==> config.mk <==
export PLATFORM = sky130hd
export DESIGN_NAME = mic_cell
export DESIGN_NICKNAME = d
export VERILOG_FILES = /design/src/mic_pkg.sv /design/src/mic_cell.sv
export SDC_FILE = /design/constraint.sdc
export NUM_CORES = 1
export LEC_CHECK = 0
export BUFFER_PORTS_ARGS = -buffer_cell sky130_fd_sc_hd__buf_2
export CORE_UTILIZATION = 36
export CTS_CLUSTER_SIZE = 25
export DETAILED_ROUTE_END_ITERATION = 8
export HOLD_SLACK_MARGIN = 0.05
export MAX_ROUTING_LAYER = met4
export PLACE_DENSITY_LB_ADDON = 0.15
export SLEW_MARGIN = 5
export SYNTH_ARGS = -nofsm -noshare
export SYNTH_HDL_FRONTEND = slang
export SYNTH_SLANG_ARGS = --single-unit
==> constraint.sdc <==
create_clock -name clk -period 6.9 [get_ports clk]
set_input_delay 1.38 -clock clk [delete_from_list [all_inputs] [get_ports clk]]
set_output_delay 1.38 -clock clk [all_outputs]
set_load 0.02 [all_outputs]
==> src/mic_pkg.sv <==
`timescale 1ns / 1ps
// ----------------------------------------------------------------------------
// mic_pkg
// Shared types and constants of the multiset intersection counter.
// ----------------------------------------------------------------------------
package mic_pkg;

	localparam int MIC_ENTRIES    = 64;
	localparam int MIC_COUNT_BITS = 16;
	localparam int MIC_VALUE_BITS = 32;

	localparam logic [MIC_COUNT_BITS-1:0] MIC_COUNT_MAX = '1;

	typedef enum logic [1:0] {
		CMD_LOAD  = 2'd0,
		CMD_PROBE = 2'd1,
		CMD_CLEAR = 2'd2
	} cmd_t;

	typedef struct packed {
		logic                      valid;
		cmd_t                      cmd;
		logic [MIC_VALUE_BITS-1:0] value;
		logic                      matched;
		logic                      claimed;
	} token_t;

	typedef struct packed {
		logic valid;
		logic commit;
	} resolve_t;

endpackage

==> src/mic_cell.sv <==
`timescale 1ns / 1ps
// ----------------------------------------------------------------------------
// mic_cell
// One table entry: a key and its count, passing the command token onward.
// ----------------------------------------------------------------------------
module mic_cell (
	input  logic              clk,
	input  logic              arst_n,
	input  mic_pkg::token_t   tok_in,
	input  mic_pkg::resolve_t res,
	output mic_pkg::token_t   tok_out
);
	import mic_pkg::*;

	logic [MIC_VALUE_BITS-1:0] key_q;
	logic [MIC_COUNT_BITS-1:0] count_q;
	logic [MIC_COUNT_BITS-1:0] count_nxt;
	logic                      pend_q;
	logic                      pend_nxt;
	logic                      key_we;
	logic                      live;
	logic                      match;
	token_t                    tok_q;
	token_t                    tok_nxt;

	assign live  = (count_q != '0);
	assign match = live && (key_q == tok_in.value);

	always_comb begin
		tok_nxt   = tok_in;
		count_nxt = count_q;
		pend_nxt  = pend_q;
		key_we    = 1'b0;
		if (res.valid) begin
			if (pend_q && res.commit) begin
				count_nxt = MIC_COUNT_BITS'(1);
			end
			pend_nxt = 1'b0;
		end
		if (tok_in.valid) begin
			case (tok_in.cmd)
				CMD_LOAD: begin
					if (!tok_in.matched && match) begin
						if (count_q != MIC_COUNT_MAX) begin
							count_nxt = count_q + MIC_COUNT_BITS'(1);
						end
						tok_nxt.matched = 1'b1;
					end else if (!tok_in.matched && !tok_in.claimed && !live) begin
						key_we          = 1'b1;
						pend_nxt        = 1'b1;
						tok_nxt.claimed = 1'b1;
					end
				end
				CMD_PROBE: begin
					if (!tok_in.matched && match) begin
						count_nxt       = count_q - MIC_COUNT_BITS'(1);
						tok_nxt.matched = 1'b1;
					end
				end
				CMD_CLEAR: begin
					count_nxt = '0;
				end
				default: begin
				end
			endcase
		end
	end

	always_ff @(posedge clk or negedge arst_n) begin
		if (!arst_n) begin
			count_q <= '0;
			pend_q  <= 1'b0;
			tok_q   <= '0;
		end else begin
			count_q <= count_nxt;
			pend_q  <= pend_nxt;
			tok_q   <= tok_nxt;
		end
	end

	always_ff @(posedge clk) begin
		if (key_we) begin
			key_q <= tok_in.value;
		end
	end

	assign tok_out = tok_q;

endmodule

# Word level (Yosys, flattened, before mapping)
# Index checks and enable logic that the tools add are counted.
dict set report totals {
  elab_cells 47
  reg_bits 86
  out_inout_bits 37
}
dict set report classes {
  eq_ne 4
  add_sub_neg 2
  muxes 22
  reduce_logical 11
}
# cell count
set ops {}
lappend ops {{16-bit 2-to-1 mux} 6}
lappend ops {{16-bit case mux with 3 select lines} 1}
lappend ops {{32-bit == test} 1}
lappend ops {{16-bit by 1-bit adder with 16-bit output (second input constant)} 1}
lappend ops {{16-bit inequality test (second input constant)} 1}
lappend ops {{16-bit nonzero test} 1}
lappend ops {{16-bit by 1-bit subtractor with 16-bit output (second input constant)} 1}
lappend ops {{1-bit 2-to-1 mux} 14}
lappend ops {{1-bit logical AND} 5}
lappend ops {{1-bit logical NOT} 3}
lappend ops {{2-bit by 1-bit == test with 1-bit output (second input constant)} 1}
lappend ops {{2-bit == test (second input constant)} 1}
lappend ops {{2-bit logical NOT} 1}
lappend ops {{2-bit 2-to-1 mux} 1}
lappend ops {{2-bit OR reduction} 1}

# Logic depth before layout (Yosys ltp)
# Gate-level depths: netlist of run 1.
dict set report logic_depth {
  depth_word 7
  mapped_depth 9
}

# Least setup slack after synthesis of run 1
# Ideal clock, no wire load.
dict set report synth_timing {
  path_type {input-to-reg}
  from {in tok_in[35] (netlist bit)}
  to {reg key_q[0] (enable)}
  t_arrival_ps 2531
  slack_ps 3983
  setup_time_ps 387
  path_stages 4
  cell_sequence {clkbuf_1 > nor2_1 > nand4_1 > inv_1}
}
dict set report synth_via {
  elab_chain_len 3
}
# element line
set synth_rtl {}
lappend synth_rtl {{from (decl)} mic_cell.sv:9} ;# input mic_pkg::token_t tok_in,
lappend synth_rtl {{2-bit logical NOT} mic_cell.sv:41} ;# case (tok_in.cmd)
lappend synth_rtl {{1-bit 2-to-1 mux} mic_cell.sv:41}
lappend synth_rtl {{1-bit 2-to-1 mux} mic_cell.sv:40} ;# if (tok_in.valid) begin
lappend synth_rtl {{named net key_we} mic_cell.sv:20} ;# logic key_we;
lappend synth_rtl {{to (signal assigned)} mic_cell.sv:83} ;# key_q <= tok_in.value;
lappend synth_rtl {{to (decl)} mic_cell.sv:15} ;# logic [MIC_VALUE_BITS-1:0] key_q;
# The timed path passes the listed nets, and every way through them passes these cells.
# A chain may end at the register's enable or synchronous reset.

# Worst setup path in the final report of run 1
dict set report layout_timing {
  from {in tok_in[5] (netlist bit)}
  to {reg count_q[4]}
}
dict set report layout_via {
  elab_chain_len 6
  elab_cells_between_ends 7
  classes_between {eq/ne (1); mux (4); reduce/logical (2)}
}
# element line
set layout_rtl {}
lappend layout_rtl {{32-bit == test *} mic_cell.sv:27} ;# assign match = live && (key_q == tok_in.value);
lappend layout_rtl {{1-bit logical AND *} mic_cell.sv:27}
lappend layout_rtl {{1-bit logical AND *} {mic_cell.sv:43, mic_cell.sv:55}}
lappend layout_rtl {{16-bit 2-to-1 mux, on equally long branches} {mic_cell.sv:55, mic_cell.sv:43}}
lappend layout_rtl {{16-bit case mux with 3 select lines *} mic_cell.sv:41}
lappend layout_rtl {{16-bit 2-to-1 mux *} mic_cell.sv:40}
lappend layout_rtl {{named net count_nxt[4]} mic_cell.sv:17} ;# logic [MIC_COUNT_BITS-1:0] count_nxt;
lappend layout_rtl {{to (signal assigned)} mic_cell.sv:75} ;# count_q <= count_nxt;
lappend layout_rtl {{to (decl)} mic_cell.sv:16} ;# logic [MIC_COUNT_BITS-1:0] count_q;
# Mark *: on every way through the listed nets, which the timed path passes. The rest lies on a longest branch.

==> flow_summary_export.csv, run 1 <==
group,metric,value,unit
setup_path,end_kind,"register",
global_route,grt_usage,17.4,%
detailed_routing,postRouteAntennaNets,0,
clock_tree,ctsHtreeMaxLevel,3,
synth,synthFlopType,"dfrtp_1",
detailed_routing,wl_per_cell,16.2,µm
worst_hold_path,holdPathStages,2,
die,fp.dieArea,11300,µm²
sta,fin_ws,3.35,ns
setup_path,max_stage_delay,0.76,ns
setup_path,worstPathRequired,7.13,ns
detailed_routing,routed-via-count,2881,
synth,synth_top_area_share,34.5,%
clock_tree,cts_buffer_depth,2,
setup_path,crit_path_cell_trace,"buf_2 -> xnor2_1 -> nand4_1 -> nor4_1 -> nand4_1 -> a21oi_1 -> o22ai_1",
global_route,grt_max_degree,55,
synth,netlist_area,3910,µm²
synth,syn_area_per_cell,12.0,µm²
detailed_routing,wirelength,8880,µm
sta,finalClockSkew,0.0143,ns
job,drv_cap,0,
synth,synth_common_cells,"54 x dfrtp_1, 34 x xnor2_1, 32 x edfxtp_1, 30 x nand4_1, 21 x nor2_1",
place,dp_hpwl,6300,µm
global_route,antenna_found_initial,0,
synth,netlist-cell-type-count,55,
final_layout,antenna_cells,0,
synth,yosysSeqAreaShare,59.1,%
global_route,overflow,0,
clock_tree,tritoncts,"done",
final_layout,drive_above_1_share,26.3,%
die,start_util,37.6,%
synth,yosysMostFrequentCell,"dfrtp_1",
detailed_routing,first_pass_iters,5,
sta,rsz0062_at_grt,"no",
place,place_congestion,0.844,
clock_tree,post_cts_buffers,0,
final_layout,areaGrowthSynthToFinish,18.0,%
setup_path,reg2reg_depth,8,
setup_path,crit_buf_inv,1,
global_route,first_global_vias,2812,
setup_path,worstPathArrival,3.78,ns
power_and_ir_drop,p_leak,1.85,nW
clock_tree,numCtsBuffers,9,
die,design.core.area,10400,µm²
place,pre_cts_ws,2.95,ns
synth,synth_area_leader_cell,"dfrtp_1",
setup_path,cp_max_fo,14,
detailed_routing,drt_iter0_markers,225,
synth,synth_nets,371,
die,die_width,106,µm
setup_path,cp_top_family,"simple AND/OR/NAND/NOR gates",
worst_hold_path,min_from,"pend_q$_DFF_PN0_",
die,io_pins,78,
clock_tree,cts.repair.resized,0,
synth,synthArstFlopShare,62.8,%
sta,tns,0,ns
final_layout,seq_area,2310,µm²
sta,tightest_slew,0.755,ns
place,io_buffers,77,
detailed_routing,drc,0,
global_route,grt_pass1_wl,14600,µm
worst_hold_path,holdCritPathClass,"register to register",
clock_tree,path_clk_slew,0.09,ns
sta,fmax,282,MHz
setup_path,crit_top_cell,"nand4_1",
worst_hold_path,min_to,"pend_q$_DFF_PN0_",
die,rows,37,
power_and_ir_drop,vdd_drop_max,0.134,mV
sta,slew_viol_final,0,
sta,setup_viol,0,
final_layout,nets,450,
clock_tree,cts_hold_buf,0,
setup_path,r2r-end,"count_q[9]$_DFF_PN0_",
sta,max_slew_margin,49.5,%
setup_path,cpMaxStageDelayCell,"nand4_1",
sta,period_needed,3.55,ns
status,status,"finished clean",
sta,hold_violations,0,
final_layout,post-route-util,44.3,%
synth,netlist_top_cells_area,"dfrtp_1 35%, edfxtp_1 25%, xnor2_1 7.6%",
sta,fin_crit_sh,51.4,%
synth,ys_seq_elements,86,
final_layout,multiInputGateArea,1460,µm²
clock_tree,clk_latency,0.36,ns
synth,yosysWarnings,0,
detailed_routing,via_per_inst,5.27,
setup_path,r2r_slack,4.08,ns
setup_path,critPathKind,"input port to register",
clock_tree,cts.sinks,86,
synth,synth_edf_count,32,
setup_path,r2r_start,"count_q[0]$_DFF_PN0_",
power_and_ir_drop,power_density,216,nW/µm²
synth,synth_cells,327,
die,die_h,106,µm
setup_path,start_kind,"input port",
setup_path,cp-startpoint,"tok_in[5]",
clock_tree,root_buffer,"clkbuf_8",
final_layout,n_fill_cell,983,
## worst register-to-register path, cell delays in order (launching register included)
cell and delay [ns]:
dfrtp_1 0.50, inv_1 0.12, ha_1 0.23, nand2b_1 0.09, and3b_1 0.19, a311oi_1 0.45, nand4_1 0.21, a32oi_2 0.68
o221ai_1 0.19
## placed cells by master (no fill, tap or decap), types with 9 or more instances in the layout
cell / count
a21oi_1: 9
xnor2_1: 34
nand2_1: 12
nand4_1: 30
buf_2: 77
o21ai_0: 10
clkbuf_8: 9
o22ai_1: 15
dfrtp_1: 54
nor2_1: 21
edfxtp_1: 32
inv_1: 16
## power by group
group	leakage (nW)	switching, mW	internal [mW]	total, mW
logic	0.794	0.0617	0.0349	0.0966
clock network	0.0973	0.184	0.170	0.354
registers	0.957	0.00381	0.544	0.547
## area by class of cell
type	instances	share of cell area [%]
Timing Repair Buffer	80	8.84
Sequential cell	86	50.1
Clock buffer	10	2.76
Inverter	18	1.46
Multi-Input combinational cell	211	31.7
Clock inverter	6	1.49
Tap cell	136	3.69
## sequential cells by signal, summed over array words and instances (netlist names)
register  count
count_q      16
key_q        32
tok_out      37
pend_q        1
## metal layers
layer	vias to the layer above	track usage [%]	part of all wire (%)
met4	0	5.26	1.1
li1	1391	-	-
met3	8	4.11	5.6
met1	1378	24.3	48
met2	104	25.2	45
met5	-	-	0
## kinds of logic after synthesis
group	count (synthesis)	synth area share, %
AO/OA/AOI/OAI	64	11.9
buffers and inverters	30	3.55
adder cells (fa/ha/maj)	3	0.959
multiplexers	3	0.768
AND/OR/NAND/NOR	106	15.9
XOR/XNOR	35	7.84
flip-flops	86	59.1
## worst max path at each step
stage               slack [ns]                    to  depth (start not counted)
floorplan                 3.98    key_q[0]$_DFFE_PP_                          4
global placement          2.93  count_q[4]$_DFF_PN0_                          7
detailed placement        2.95  count_q[4]$_DFF_PN0_                          7
CTS                       3.32  count_q[4]$_DFF_PN0_                          7
global route              3.07  count_q[4]$_DFF_PN0_                          7
finish                    3.35  count_q[4]$_DFF_PN0_                          7
## metrics by stage
step / hold slack [ns] / total power [mW] / instance area [µm²] / std cells
after detailed placement: 0.546 / 0.656 / 4420 / 531
final: 0.559 / 0.998 / 4620 / 547
after global routing: 0.606 / 1.05 / 4620 / 547
after global placement: 0.525 / 0.656 / 4420 / 531
after CTS: 0.561 / 1.02 / 4620 / 547
after floorplan: 0.508 / 0.611 / 3910 / 327
(Power assumes the default switching activity.)
==> run 2, diff against run 1 <==
==> constraint.sdc (replaced) <==
create_clock -name clk -period 2.86 [get_ports clk]
set_input_delay 0.572 -clock clk [delete_from_list [all_inputs] [get_ports clk]]
set_output_delay 0.572 -clock clk [all_outputs]
set_load 0.02 [all_outputs]
==> flow_summary_export.csv, run 2 (same netlist as run 1, synthesis figures left out) <==
group,metric,value,unit
status,status,"finished clean",
clock_tree,post_cts_buffers,0,
setup_path,cp_max_fo,12,
sta,period_needed,2.35,ns
job,drv_cap,0,
power_and_ir_drop,pwr-share-comb,9.4,%
sta,fin_crit_sh,82.3,%
final_layout,multiInputGateArea,1460,µm²
sta,tightest_slew,0.595,ns
detailed_routing,routed-via-count,2967,
detailed_routing,drc,0,
clock_tree,path_clk_slew,0.10,ns
global_route,grt_pass1_wl,14700,µm
detailed_routing,postRouteAntennaNets,0,
clock_tree,clk_latency,0.36,ns
detailed_routing,drt_iter0_markers,186,
place,placed_area,4460,µm²
sta,max_slew_margin,59.8,%
power_and_ir_drop,p_int,1.91,mW
power_and_ir_drop,p_sw,0.644,mW
sta,slew_viol_final,0,
final_layout,drive_above_1_share,27.6,%
global_route,antenna_found_initial,0,
sta,tns,0,ns
worst_hold_path,holdCritPathClass,"input port to async pin",
setup_path,worstPathArrival,2.59,ns
clock_tree,ctsHtreeMaxLevel,3,
sta,hold_violations,0,
clock_tree,numCtsBuffers,9,
die,io_pins,78,
place,dp_cells,537,
power_and_ir_drop,power,2.56,mW
final_layout,areaGrowthSynthToFinish,20.2,%
setup_path,worstPathRequired,3.10,ns
power_and_ir_drop,p_leak,1.90,nW
power_and_ir_drop,seqPwrFrac,51.6,%
power_and_ir_drop,vdd_drop_max,0.325,mV
setup_path,end_kind,"register",
place,io_buffers,77,
detailed_routing,via_per_inst,5.37,
die,design.core.area,10400,µm²
setup_path,critPathKind,"register to register",
final_layout,mostFrequentLayoutCells,"77 x buf_2, 54 x dfrtp_1, 34 x xnor2_1, 32 x edfxtp_1, 30 x nand4_1",
final_layout,antenna_cells,0,
power_and_ir_drop,power.share.switching,25.2,%
detailed_routing,first_pass_iters,4,
detailed_routing,wl_per_cell,16.5,µm
die,start_util,37.6,%
final_layout,layout_commonest_cell,"buf_2",
clock_tree,cts.repair.resized,0,
power_and_ir_drop,power.share.clock,39.0,%
sta,rsz0062_at_grt,"no",
final_layout,nets,456,
final_layout,largest_reg_flops,37,
clock_tree,root_buffer,"clkbuf_8",
global_route,grt_usage,17.3,%
global_route,grt_max_degree,37,
sta,setup_viol,0,
final_layout,final_cells,553,
sta,finalClockSkew,0.0110,ns
power_and_ir_drop,power_density,544,nW/µm²
clock_tree,tritoncts,"done",
global_route,overflow,0,
sta,fmax,425,MHz
final_layout,n_fill_cell,1018,
setup_path,start_kind,"register",
place,dp_hpwl,6670,µm
global_route,first_global_vias,2848,
clock_tree,cts_hold_buf,0,
die,fp.dieArea,11300,µm²
die,die_h,106,µm
place,place_congestion,0.836,
clock_tree,cts_buffer_depth,2,
final_layout,final_area,4700,µm²
clock_tree,cts.sinks,86,
final_layout,seq_area,2310,µm²
detailed_routing,wirelength,9100,µm
die,die_width,106,µm
die,rows,37,
[run 2: final cells by class]
| cell class | instances | share of cell area (%) |
|---|---|---|
| Clock buffer | 9 | 2.63 |
| Clock inverter | 7 | 2.42 |
| Inverter | 18 | 1.44 |
| Multi-Input combinational cell | 211 | 31.1 |
| Sequential cell | 86 | 49.2 |
| Tap cell | 136 | 3.62 |
| Timing Repair Buffer | 86 | 9.63 |
[run 2: per-stage QoR]
| stage | worst slack (ns) | hold WS (ns) | utilization, % |
|---|---|---|---|
| after floorplan | 0.662 | 0.276 | - |
| after global placement | 0.283 | 0.533 | 42.9 |
| after detailed placement | 0.287 | 0.539 | 42.9 |
| after CTS | 0.494 | 0.149 | 45.1 |
| after global routing | 0.326 | 0.171 | 45.1 |
| final | 0.506 | 0.152 | 45.1 |
[run 2: path summary, 6_finish.rpt]
path                                       from               endpoint  slack [ns]  depth (start not counted)
max                        count_q[1]$_DFF_PN0_   count_q[9]$_DFF_PN0_        0.51                          9
min                                      arst_n  count_q[12]$_DFF_PN0_        0.15                          1
max reg2reg                count_q[1]$_DFF_PN0_   count_q[9]$_DFF_PN0_        0.51                          9
min reg2reg                    pend_q$_DFF_PN0_       pend_q$_DFF_PN0_        0.55                          2
max in group asynchronous                arst_n  tok_out[28]$_DFF_PN0_        1.86                          2
min in group clk                     tok_in[23]  tok_out[23]$_DFF_PN0_        0.35                          1
[run 2: power groups by stage]
stage	registers [mW]	logic (mW)	clock network (mW)
after global routing	1.32	0.262	1.07
final	1.32	0.240	0.997
after global placement	1.35	0.240	0
after CTS	1.32	0.244	1.03
after floorplan	1.38	0.0891	0
after detailed placement	1.35	0.243	0
[run 2: per-layer routing]
metal  track usage, %  vias up  wire [µm]
met5                -        -          0
met4             5.85        0        125
met3             3.31       11        471
met2             25.4       90       4110
met1             24.1     1460       4400
li1                 -     1406          -
[run 2: worst max-delay path, stage by stage (launching register included)]
cell,delay [ns]
dfrtp_1,0.44
inv_1,0.12
ha_1,0.21
nand2b_1,0.09
and3b_1,0.20
a311oi_1,0.37
nand4_1,0.19
a32oi_2,0.25
buf_4,0.24
o221ai_1,0.13
